`config.mk`:
```
export PLATFORM = sky130hd
export DESIGN_NAME = line_rasterizer
export DESIGN_NICKNAME = d
export VERILOG_FILES = /design/src/design/lras_pkg.sv /design/src/design/line_rasterizer.sv
export SDC_FILE = /design/constraint.sdc
export NUM_CORES = 1
export LEC_CHECK = 0
export BUFFER_PORTS_ARGS = -buffer_cell sky130_fd_sc_hd__buf_2
export CAP_MARGIN = 20
export CORE_MARGIN = 2
export CORE_UTILIZATION = 38
export DETAILED_ROUTE_END_ITERATION = 8
export GPL_TIMING_DRIVEN = 1
export HOLD_SLACK_MARGIN = 0.12
export PLACE_DENSITY_LB_ADDON = 0.12
export RECOVER_POWER = 25
export SYNTH_ARGS = -nofsm -noshare
export SYNTH_HDL_FRONTEND = slang
export SYNTH_SLANG_ARGS = --single-unit
```
`constraint.sdc`:
```
create_clock -name clk -period 10.3 [get_ports clk]
set_input_delay 0 -clock clk [delete_from_list [all_inputs] [get_ports clk]]
set_output_delay 0 -clock clk [all_outputs]
set_load 0.03 [all_outputs]
```
`src/design/lras_pkg.sv`:
```
`timescale 1ns / 1ps
`default_nettype none

package lras_pkg;

  // Field widths of the pixel channel
  localparam int unsigned COORD_W = 10;
  localparam int unsigned COLOR_W = 24;
  localparam int unsigned LEN_W   = COORD_W + 1;
  localparam int unsigned ERR_W   = COORD_W + 3;

  // Input action codes
  localparam logic ACT_START = 1'b0;
  localparam logic ACT_STEP  = 1'b1;

  // Octant selection: bit 0 y-major, bit 1 y decreasing
  typedef enum logic [1:0] {
    CASE_XPOS = 2'd0,
    CASE_YPOS = 2'd1,
    CASE_XNEG = 2'd2,
    CASE_YNEG = 2'd3
  } case_sel_t;

  typedef logic [COORD_W-1:0]       coord_t;
  typedef logic [COLOR_W-1:0]       color_t;
  typedef logic [LEN_W-1:0]         len_t;
  typedef logic signed [ERR_W-1:0]  err_t;

endpackage

`default_nettype wire

```
`src/design/line_rasterizer.sv`:
```
`timescale 1ns / 1ps
`default_nettype none

// A pixel appears on the out_ channel in the cycle after its item is accepted.
// Throughput: one item per cycle while in_ready is high; the step update (error add,
// half-pixel compare, coordinate increment) sits between line state and result registers.
// in_ready stays high while the result register is empty or being drained.
// Reset (rst_n low, synchronous): no line active, result register empty.
module line_rasterizer
  import lras_pkg::*;
#(
  parameter int unsigned SCREEN_WIDTH  = 320,
  parameter int unsigned SCREEN_HEIGHT = 200
) (
  input  wire logic   clk,
  input  wire logic   rst_n,
  input  wire logic   in_valid,
  output logic        in_ready,
  input  wire logic   in_action,
  input  wire coord_t in_start_x,
  input  wire coord_t in_start_y,
  input  wire coord_t in_end_x,
  input  wire coord_t in_end_y,
  input  wire color_t in_color,
  output logic        out_valid,
  input  wire logic   out_ready,
  output coord_t      out_pixel_x,
  output coord_t      out_pixel_y,
  output color_t      out_pixel_color,
  output logic        out_write_enable,
  output logic        out_last
);

  // Line state
  coord_t    cur_x_r, cur_x_nxt;
  coord_t    cur_y_r, cur_y_nxt;
  err_t      err_acc_r, err_acc_nxt;
  len_t      minor_delta_r, minor_delta_nxt;
  len_t      major_len_r, major_len_nxt;
  len_t      remaining_r, remaining_nxt;
  case_sel_t case_sel_r, case_sel_nxt;
  color_t    line_color_r, line_color_nxt;
  logic      busy_r, busy_nxt;

  // Result register
  logic      out_valid_r, out_valid_nxt;
  coord_t    out_x_r, out_x_nxt;
  coord_t    out_y_r, out_y_nxt;
  color_t    out_color_r, out_color_nxt;
  logic      out_we_r, out_we_nxt;
  logic      out_last_r, out_last_nxt;

  logic      in_fire;
  logic      produce;

  // Start path
  logic      swap;
  coord_t    x0, y0, x1, y1;
  coord_t    dx, dm;
  logic      ydec;
  logic      xmaj;

  // Step path
  err_t      err_sum;
  err_t      major_ext;
  err_t      major_dbl;
  logic      first;
  logic      hit;
  coord_t    step_x, step_y;
  len_t      rem_dec;

  assign in_ready = !out_valid_r || out_ready;
  assign in_fire  = in_valid && in_ready;
  assign produce  = (in_action == ACT_START) || busy_r;

  // Order endpoints by x and classify the line
  always_comb begin
    swap = in_start_x > in_end_x;
    x0   = swap ? in_end_x   : in_start_x;
    y0   = swap ? in_end_y   : in_start_y;
    x1   = swap ? in_start_x : in_end_x;
    y1   = swap ? in_start_y : in_end_y;
    dx   = x1 - x0;
    ydec = y0 > y1;
    dm   = ydec ? (y0 - y1) : (y1 - y0);
    xmaj = dx >= dm;
  end

  // Advance the error term and pick the next pixel
  always_comb begin
    major_ext = err_t'({2'b00, major_len_r});
    major_dbl = err_t'({1'b0, major_len_r, 1'b0});
    err_sum   = err_acc_r + err_t'({1'b0, minor_delta_r, 1'b0});
    first     = remaining_r == major_len_r;
    if (case_sel_r == CASE_XNEG && first) begin
      hit = err_sum > major_ext;
    end else begin
      hit = err_sum >= major_ext;
    end
    step_x = cur_x_r;
    step_y = cur_y_r;
    case (case_sel_r)
      CASE_XPOS: begin
        step_x = cur_x_r + coord_t'(1);
        if (hit) step_y = cur_y_r + coord_t'(1);
      end
      CASE_XNEG: begin
        step_x = cur_x_r + coord_t'(1);
        if (hit) step_y = cur_y_r - coord_t'(1);
      end
      CASE_YPOS: begin
        step_y = cur_y_r + coord_t'(1);
        if (hit) step_x = cur_x_r + coord_t'(1);
      end
      CASE_YNEG: begin
        step_y = cur_y_r - coord_t'(1);
        if (hit) step_x = cur_x_r + coord_t'(1);
      end
      default: begin
        step_x = cur_x_r;
        step_y = cur_y_r;
      end
    endcase
    rem_dec = remaining_r - len_t'(1);
  end

  // Next line state and result
  always_comb begin
    cur_x_nxt       = cur_x_r;
    cur_y_nxt       = cur_y_r;
    err_acc_nxt     = err_acc_r;
    minor_delta_nxt = minor_delta_r;
    major_len_nxt   = major_len_r;
    remaining_nxt   = remaining_r;
    case_sel_nxt    = case_sel_r;
    line_color_nxt  = line_color_r;
    busy_nxt        = busy_r;
    out_x_nxt       = out_x_r;
    out_y_nxt       = out_y_r;
    out_color_nxt   = out_color_r;
    out_last_nxt    = out_last_r;

    if (in_fire && in_action == ACT_START) begin
      line_color_nxt = in_color;
      if (xmaj) begin
        major_len_nxt   = len_t'(dx);
        minor_delta_nxt = len_t'(dm);
        case_sel_nxt    = ydec ? CASE_XNEG : CASE_XPOS;
      end else begin
        major_len_nxt   = len_t'(dm);
        minor_delta_nxt = len_t'(dx);
        case_sel_nxt    = ydec ? CASE_YNEG : CASE_YPOS;
      end
      cur_x_nxt     = x0;
      cur_y_nxt     = y0;
      err_acc_nxt   = '0;
      remaining_nxt = major_len_nxt;
      busy_nxt      = major_len_nxt != '0;
      // Emit the start point as given, before ordering
      out_x_nxt     = in_start_x;
      out_y_nxt     = in_start_y;
      out_color_nxt = in_color;
      out_last_nxt  = major_len_nxt == '0;
    end else if (in_fire && busy_r) begin
      err_acc_nxt   = hit ? (err_sum - major_dbl) : err_sum;
      cur_x_nxt     = step_x;
      cur_y_nxt     = step_y;
      remaining_nxt = rem_dec;
      busy_nxt      = rem_dec != '0;
      out_x_nxt     = step_x;
      out_y_nxt     = step_y;
      out_color_nxt = line_color_r;
      out_last_nxt  = rem_dec == '0;
    end

    out_we_nxt = ({1'b0, out_x_nxt} < LEN_W'(SCREEN_WIDTH)) &&
                 ({1'b0, out_y_nxt} < LEN_W'(SCREEN_HEIGHT));
    if (!(in_fire && produce)) begin
      out_we_nxt = out_we_r;
    end

    // Load on a producing item, drop once taken
    if (in_fire) begin
      out_valid_nxt = produce;
    end else if (out_ready) begin
      out_valid_nxt = 1'b0;
    end else begin
      out_valid_nxt = out_valid_r;
    end
  end

  // Control registers
  always_ff @(posedge clk) begin
    if (!rst_n) begin
      busy_r      <= 1'b0;
      out_valid_r <= 1'b0;
    end else begin
      busy_r      <= busy_nxt;
      out_valid_r <= out_valid_nxt;
    end
  end

  // Payload registers
  always_ff @(posedge clk) begin
    cur_x_r       <= cur_x_nxt;
    cur_y_r       <= cur_y_nxt;
    err_acc_r     <= err_acc_nxt;
    minor_delta_r <= minor_delta_nxt;
    major_len_r   <= major_len_nxt;
    remaining_r   <= remaining_nxt;
    case_sel_r    <= case_sel_nxt;
    line_color_r  <= line_color_nxt;
    out_x_r       <= out_x_nxt;
    out_y_r       <= out_y_nxt;
    out_color_r   <= out_color_nxt;
    out_we_r      <= out_we_nxt;
    out_last_r    <= out_last_nxt;
  end

  assign out_valid        = out_valid_r;
  assign out_pixel_x      = out_x_r;
  assign out_pixel_y      = out_y_r;
  assign out_pixel_color  = out_color_r;
  assign out_write_enable = out_we_r;
  assign out_last         = out_last_r;

  // A start item always yields a pixel
  a_start_emits: assert property (@(posedge clk) disable iff (!rst_n)
    (in_fire && in_action == ACT_START) |=> out_valid_r)
    else $error("start item gave no pixel");

  // A step with no active line yields nothing
  a_idle_step_silent: assert property (@(posedge clk) disable iff (!rst_n)
    (in_fire && in_action == ACT_STEP && !busy_r) |=> !out_valid_r)
    else $error("step while idle gave a pixel");

  // The final step marks last and ends the line
  a_final_step: assert property (@(posedge clk) disable iff (!rst_n)
    (in_fire && in_action == ACT_STEP && busy_r && remaining_r == len_t'(1))
    |=> (out_valid_r && out_last_r && !busy_r))
    else $error("final pixel not marked last");

  // Pixels left stay within the major length while a line is active
  a_remaining_range: assert property (@(posedge clk) disable iff (!rst_n)
    busy_r |-> (remaining_r != '0 && remaining_r <= major_len_r))
    else $error("remaining count out of range");

  // Error term stays within one half pixel either way
  a_err_range: assert property (@(posedge clk) disable iff (!rst_n)
    busy_r |-> (err_acc_r >= -major_ext && err_acc_r <= major_ext))
    else $error("error term out of range");

endmodule

`default_nettype wire

```
==> impl_metrics.xml <==
<?xml version="1.0" encoding="UTF-8"?>
<metrics>
  <group name="status">
    <metric name="outcome" unit="">finished with violations</metric>
    <metric name="failed_checks" unit="">capacitance limit, slew limit</metric>
  </group>
  <group name="placed_design">
    <metric name="placed_area" unit="sq um">11500</metric>
    <metric name="place.gp.congestion" unit="">0.914</metric>
    <metric name="place_hpwl" unit="mm">24.2</metric>
    <metric name="numPortBuffers" unit="">116</metric>
    <metric name="dp_worst_setup_slack" unit="ps">2640</metric>
  </group>
  <group name="finish">
    <metric name="area_delta_synth_final" unit="%">16.9</metric>
    <metric name="ff_latch_area" unit="sq um">3860</metric>
    <metric name="finish.instance_area" unit="sq um">12500</metric>
    <metric name="final_layout_size_suffix_gt1_share" unit="%">9.99</metric>
    <metric name="final_net_count" unit="">1497</metric>
    <metric name="area_used_by_multi_input_combinational_logic" unit="sq um">6280</metric>
    <metric name="final.fill_count" unit="">2819</metric>
  </group>
  <group name="setup_path">
    <metric name="critical_path.n_buffers_inverters" unit="">7</metric>
    <metric name="critical_path.top_delay_family" unit="">compound AO/OA/AOI/OAI gates</metric>
    <metric name="worst_setup_path_start_kind" unit="">primary input</metric>
    <metric name="worstReg2RegStart" unit="">out_valid$_SDFFE_PN0P_</metric>
    <metric name="timing.critical_path.to_type" unit="">flop</metric>
    <metric name="worst-r2r-setup-slack" unit="ps">4190</metric>
    <metric name="ff2ff_path_depth" unit="">9</metric>
    <metric name="worstSetupPathType" unit="">in2reg</metric>
    <metric name="worst-endpoint-arrival" unit="ps">8720</metric>
    <metric name="cp_slowest_stage_delay" unit="ps">820</metric>
    <metric name="timing.critical_path.fanout_max" unit="">27</metric>
    <metric name="cell_at_the_slowest_stage_of_the_critical_path" unit="">sky130_fd_sc_hd__a21oi_2</metric>
    <metric name="rr_endpoint" unit="">out_write_enable$_DFFE_PP_</metric>
    <metric name="timing.critical_path.mode_cell" unit="">sky130_fd_sc_hd__ha_1</metric>
    <metric name="critPathRequiredTime" unit="ps">10610</metric>
  </group>
  <group name="pwr">
    <metric name="pwr-share-comb" unit="%">52.0</metric>
    <metric name="power.clock.fraction" unit="%">19.7</metric>
    <metric name="power.ir.vdd_worst" unit="mV">0.0976</metric>
    <metric name="p_seq_share" unit="%">28.2</metric>
    <metric name="leakage" unit="nW">5.00</metric>
    <metric name="p_sw" unit="mW">1.24</metric>
    <metric name="cellInternalPower" unit="mW">1.58</metric>
    <metric name="cellPowerDensity" unit="nW/um^2">225</metric>
    <metric name="sw_frac_of_total" unit="%">43.9</metric>
  </group>
  <group name="worst_hold_path">
    <metric name="min_delay_path_depth" unit="">5</metric>
    <metric name="worst_hold_path_type" unit="">in2reg</metric>
    <metric name="worstHoldEndpoint" unit="">cur_x_r[5]$_DFFE_PP_</metric>
    <metric name="worstHoldStart" unit="">in_end_x[5]</metric>
  </group>
  <group name="global_route">
    <metric name="grt_use_total" unit="%">22.0</metric>
    <metric name="grt_antenna_before_repair" unit="">1</metric>
    <metric name="grt_use_met3" unit="%">2.29</metric>
    <metric name="grt.busiest_layer" unit="">met2</metric>
    <metric name="groute.layer.met2.usage" unit="%">34.4</metric>
    <metric name="grt_overflow" unit="">0</metric>
    <metric name="via_count_of_the_first_global_routing_pass" unit="">8865</metric>
    <metric name="pin_count_of_the_biggest_net_entering_global_routing" unit="">65</metric>
    <metric name="wire_length_of_the_first_global_routing_pass" unit="mm">50.2</metric>
    <metric name="global_routing_met1_resource_utilization" unit="%">32.2</metric>
  </group>
  <group name="yosys">
    <metric name="post_synth_and_or_nand_nor_area_fraction" unit="%">20.9</metric>
    <metric name="synth-adder-area-share" unit="%">7.88</metric>
    <metric name="synth_fp_nets" unit="">1364</metric>
    <metric name="post_synth_mux_area_share" unit="%">2.57</metric>
    <metric name="seq_area_frac_synth" unit="%">36.0</metric>
    <metric name="postSynthRegisterBits" unit="">137</metric>
    <metric name="syn-cell-area" unit="sq um">10700</metric>
    <metric name="synth_compound_area_share" unit="%">20.9</metric>
    <metric name="postSynth.asyncResetShare" unit="%">0</metric>
    <metric name="synth_xor_xnor_area_share" unit="%">6.30</metric>
    <metric name="count_of_flip_flops_with_a_built_in_enable_after_synthesis" unit="">112</metric>
    <metric name="synth-warning-count" unit="">0</metric>
    <metric name="syn_avg_cell_area" unit="sq um">8.68</metric>
    <metric name="synth_flop_cell" unit="">sky130_fd_sc_hd__edfxtp_1</metric>
    <metric name="synth.lib_cells_used.distinct" unit="">101</metric>
    <metric name="main_combinational_cell_family_by_area_after_synthesis" unit="">compound AO/OA/AOI/OAI gates</metric>
    <metric name="post_syn_instances" unit="">1236</metric>
  </group>
  <group name="sta">
    <metric name="finalCritPeriodShare" unit="%">81.6</metric>
    <metric name="finalSetupViolCount" unit="">0</metric>
    <metric name="post-route-worst-setup-slack" unit="ps">1890</metric>
    <metric name="unrepaired_setup_endpoints_after_global_routing" unit="">no</metric>
    <metric name="final.min_clock_period" unit="ps">8410</metric>
    <metric name="timing.final.max_slew_violations" unit="">47</metric>
    <metric name="clock_skew" unit="ps">12.5</metric>
    <metric name="timing_hold_violations_final" unit="">0</metric>
    <metric name="relSlewSlack" unit="%">-28.9</metric>
    <metric name="max_slew.worst_pin.slew" unit="ps">1920</metric>
    <metric name="max_freq" unit="MHz">119</metric>
    <metric name="setup_tns" unit="ps">0</metric>
  </group>
  <group name="routing">
    <metric name="route.vias.total" unit="">9725</metric>
    <metric name="drt_pass1_iterations" unit="">5</metric>
    <metric name="drt_drc_violations_left" unit="">0</metric>
    <metric name="antenna_left" unit="">0</metric>
    <metric name="route.final.wire_length" unit="mm">32.7</metric>
    <metric name="drt-initial-drc-count" unit="">889</metric>
    <metric name="detail_route.wl_per_cell" unit="um">18.6</metric>
    <metric name="vias_per_cell" unit="">5.52</metric>
  </group>
  <group name="clocking">
    <metric name="cts_max_level" unit="">4</metric>
    <metric name="tritoncts" unit="">done</metric>
    <metric name="max-clock-path-buffers" unit="">2</metric>
    <metric name="clock-sinks" unit="">137</metric>
    <metric name="tritoncts.num_buffers" unit="">17</metric>
    <metric name="cts.clk_slew.worst_paths" unit="ps">60</metric>
    <metric name="postCtsResizedCells" unit="">0</metric>
    <metric name="cts.root.buffer_cell" unit="">sky130_fd_sc_hd__clkbuf_16</metric>
    <metric name="clk_latency" unit="ps">420</metric>
  </group>
  <group name="floorplan">
    <metric name="die_w" unit="um">172</metric>
    <metric name="floorplan.die_area" unit="sq um">29600</metric>
    <metric name="initial_utilization" unit="%">38.6</metric>
    <metric name="placeableCoreArea" unit="sq um">27800</metric>
    <metric name="floorplan.die.height" unit="um">172</metric>
    <metric name="std_cell_rows" unit="">61</metric>
    <metric name="ios" unit="">117</metric>
  </group>
  <group name="flow_run">
    <metric name="timing.max_cap.violations" unit="">1</metric>
  </group>
</metrics>
layer usage:
metal	share of wire (%)	vias to the layer above
met5	0	-
met4	1.7	0
met3	3.9	27
met2	45	252
met1	49	4650
li1	-	4796
sequential cells by signal, indices dropped and copies added, names as in the netlist:
signal and cells:
line_color_r 24, out_pixel_x 10, out_last 1, minor_delta_r 10
busy_r 1, major_len_r 10, out_pixel_y 10, remaining_r 11
cur_x_r 10, out_write_enable 1, case_sel_r 2, out_pixel_color 24
out_valid 1, cur_y_r 10, err_acc_r 12
stage by stage:
| stage | power, mW | std cells | hold WS, ps | util, % |
|---|---|---|---|---|
| after floorplan | 1.88 | 1236 | 98.9 | - |
| after global placement | 2.23 | 1672 | 193 | 41.5 |
| after detailed placement | 2.24 | 1672 | 193 | 41.5 |
| after CTS | 2.82 | 1760 | 121 | 45.4 |
| after global routing | 3.02 | 1761 | 175 | 45.1 |
| final | 2.82 | 1761 | 129 | 45.1 |
synthesized netlist by cell type, types with 16 or more instances:
cell / count / share of area [%]
sky130_fd_sc_hd__dfxtp_1: 25 / 4.7
sky130_fd_sc_hd__nor2_1: 86 / 3.0
sky130_fd_sc_hd__edfxtp_1: 112 / 31
sky130_fd_sc_hd__xor2_1: 31 / 2.5
sky130_fd_sc_hd__clkbuf_1: 37 / 1.3
sky130_fd_sc_hd__inv_1: 67 / 2.3
sky130_fd_sc_hd__nor3_1: 29 / 1.4
sky130_fd_sc_hd__nand4_1: 18 / 1.0
sky130_fd_sc_hd__mux2i_1: 17 / 1.6
sky130_fd_sc_hd__o21ai_0: 78 / 3.6
sky130_fd_sc_hd__ha_1: 57 / 6.6
sky130_fd_sc_hd__nand3_1: 31 / 1.4
sky130_fd_sc_hd__nand2b_1: 26 / 1.5
sky130_fd_sc_hd__nand2_1: 182 / 6.4
sky130_fd_sc_hd__a21oi_1: 84 / 3.9
sky130_fd_sc_hd__xnor2_1: 38 / 3.1
sky130_fd_sc_hd__and3_1: 16 / 0.93
sky130_fd_sc_hd__a21o_1: 17 / 1.2
cells in the final DEF (no fill, tap or decap), types with 18 or more instances in the layout:
| cell type | instances |
|---|---|
| sky130_fd_sc_hd__dfxtp_1 | 25 |
| sky130_fd_sc_hd__a21oi_1 | 83 |
| sky130_fd_sc_hd__nand4_1 | 18 |
| sky130_fd_sc_hd__ha_1 | 57 |
| sky130_fd_sc_hd__nor3_1 | 29 |
| sky130_fd_sc_hd__nand2b_1 | 26 |
| sky130_fd_sc_hd__o21ai_0 | 78 |
| sky130_fd_sc_hd__clkbuf_1 | 63 |
| sky130_fd_sc_hd__nand2_1 | 182 |
| sky130_fd_sc_hd__buf_2 | 52 |
| sky130_fd_sc_hd__inv_1 | 65 |
| sky130_fd_sc_hd__edfxtp_1 | 112 |
| sky130_fd_sc_hd__xnor2_1 | 38 |
| sky130_fd_sc_hd__dlygate4sd3_1 | 56 |
| sky130_fd_sc_hd__nand3_1 | 31 |
| sky130_fd_sc_hd__xor2_1 | 31 |
| sky130_fd_sc_hd__nor2_1 | 86 |
worst max path at each step:
stage                        from  slack, ps  cells past startpoint             endpoint
floorplan             in_end_x[9]       3870                     38  busy_r$_SDFFE_PN0P_
global placement    in_start_x[3]       2870                     32  busy_r$_SDFFE_PN0P_
detailed placement  in_start_x[3]       2640                     32  busy_r$_SDFFE_PN0P_
CTS                 in_start_x[3]       2010                     34  busy_r$_SDFFE_PN0P_
global route        in_start_x[9]       1180                     34  busy_r$_SDFFE_PN0P_
finish              in_start_x[3]       1890                     34  busy_r$_SDFFE_PN0P_
logic make-up after synthesis:
| family | after synthesis |
|---|---|
| muxes | 25 |
| xor gates and xnor gates | 72 |
| adders and majority gates | 68 |
| DFF | 137 |
| buffers and inverters | 137 |
| AOI/OAI and AO/OA | 337 |
| and+or+nand+nor | 460 |
area by class of cell:
cell class	count	area share, %
Clock buffer	17	3.39
Clock inverter	15	0.808
Sequential cell	137	30.8
Antenna cell	1	0.0200
Multi-Input combinational cell	962	50.1
Tap cell	378	3.77
Timing Repair Buffer	181	9.01
Inverter	70	2.11
power by group through the flow:
stage               registers, mW  clock network, mW  logic, mW
global placement            0.803                  0       1.42
global route                0.805              0.588       1.63
finish                      0.795              0.556       1.47
floorplan                   0.816                  0       1.06
detailed placement          0.805                  0       1.43
CTS                         0.794              0.567       1.46
worst min-delay path: cells and delay by family:
kind / cells / cell delay (ps)
compound gates: 2 / 120
buf+inv: 2 / 180
simple gates: 1 / 80
timing repair:
item / CTS / global route
buffers inserted: 0 / 0
hold buffers: 56 / 0
hold endpoints to repair: 86 / 0
No activity file was read; power rests on OpenSTA's default activity.
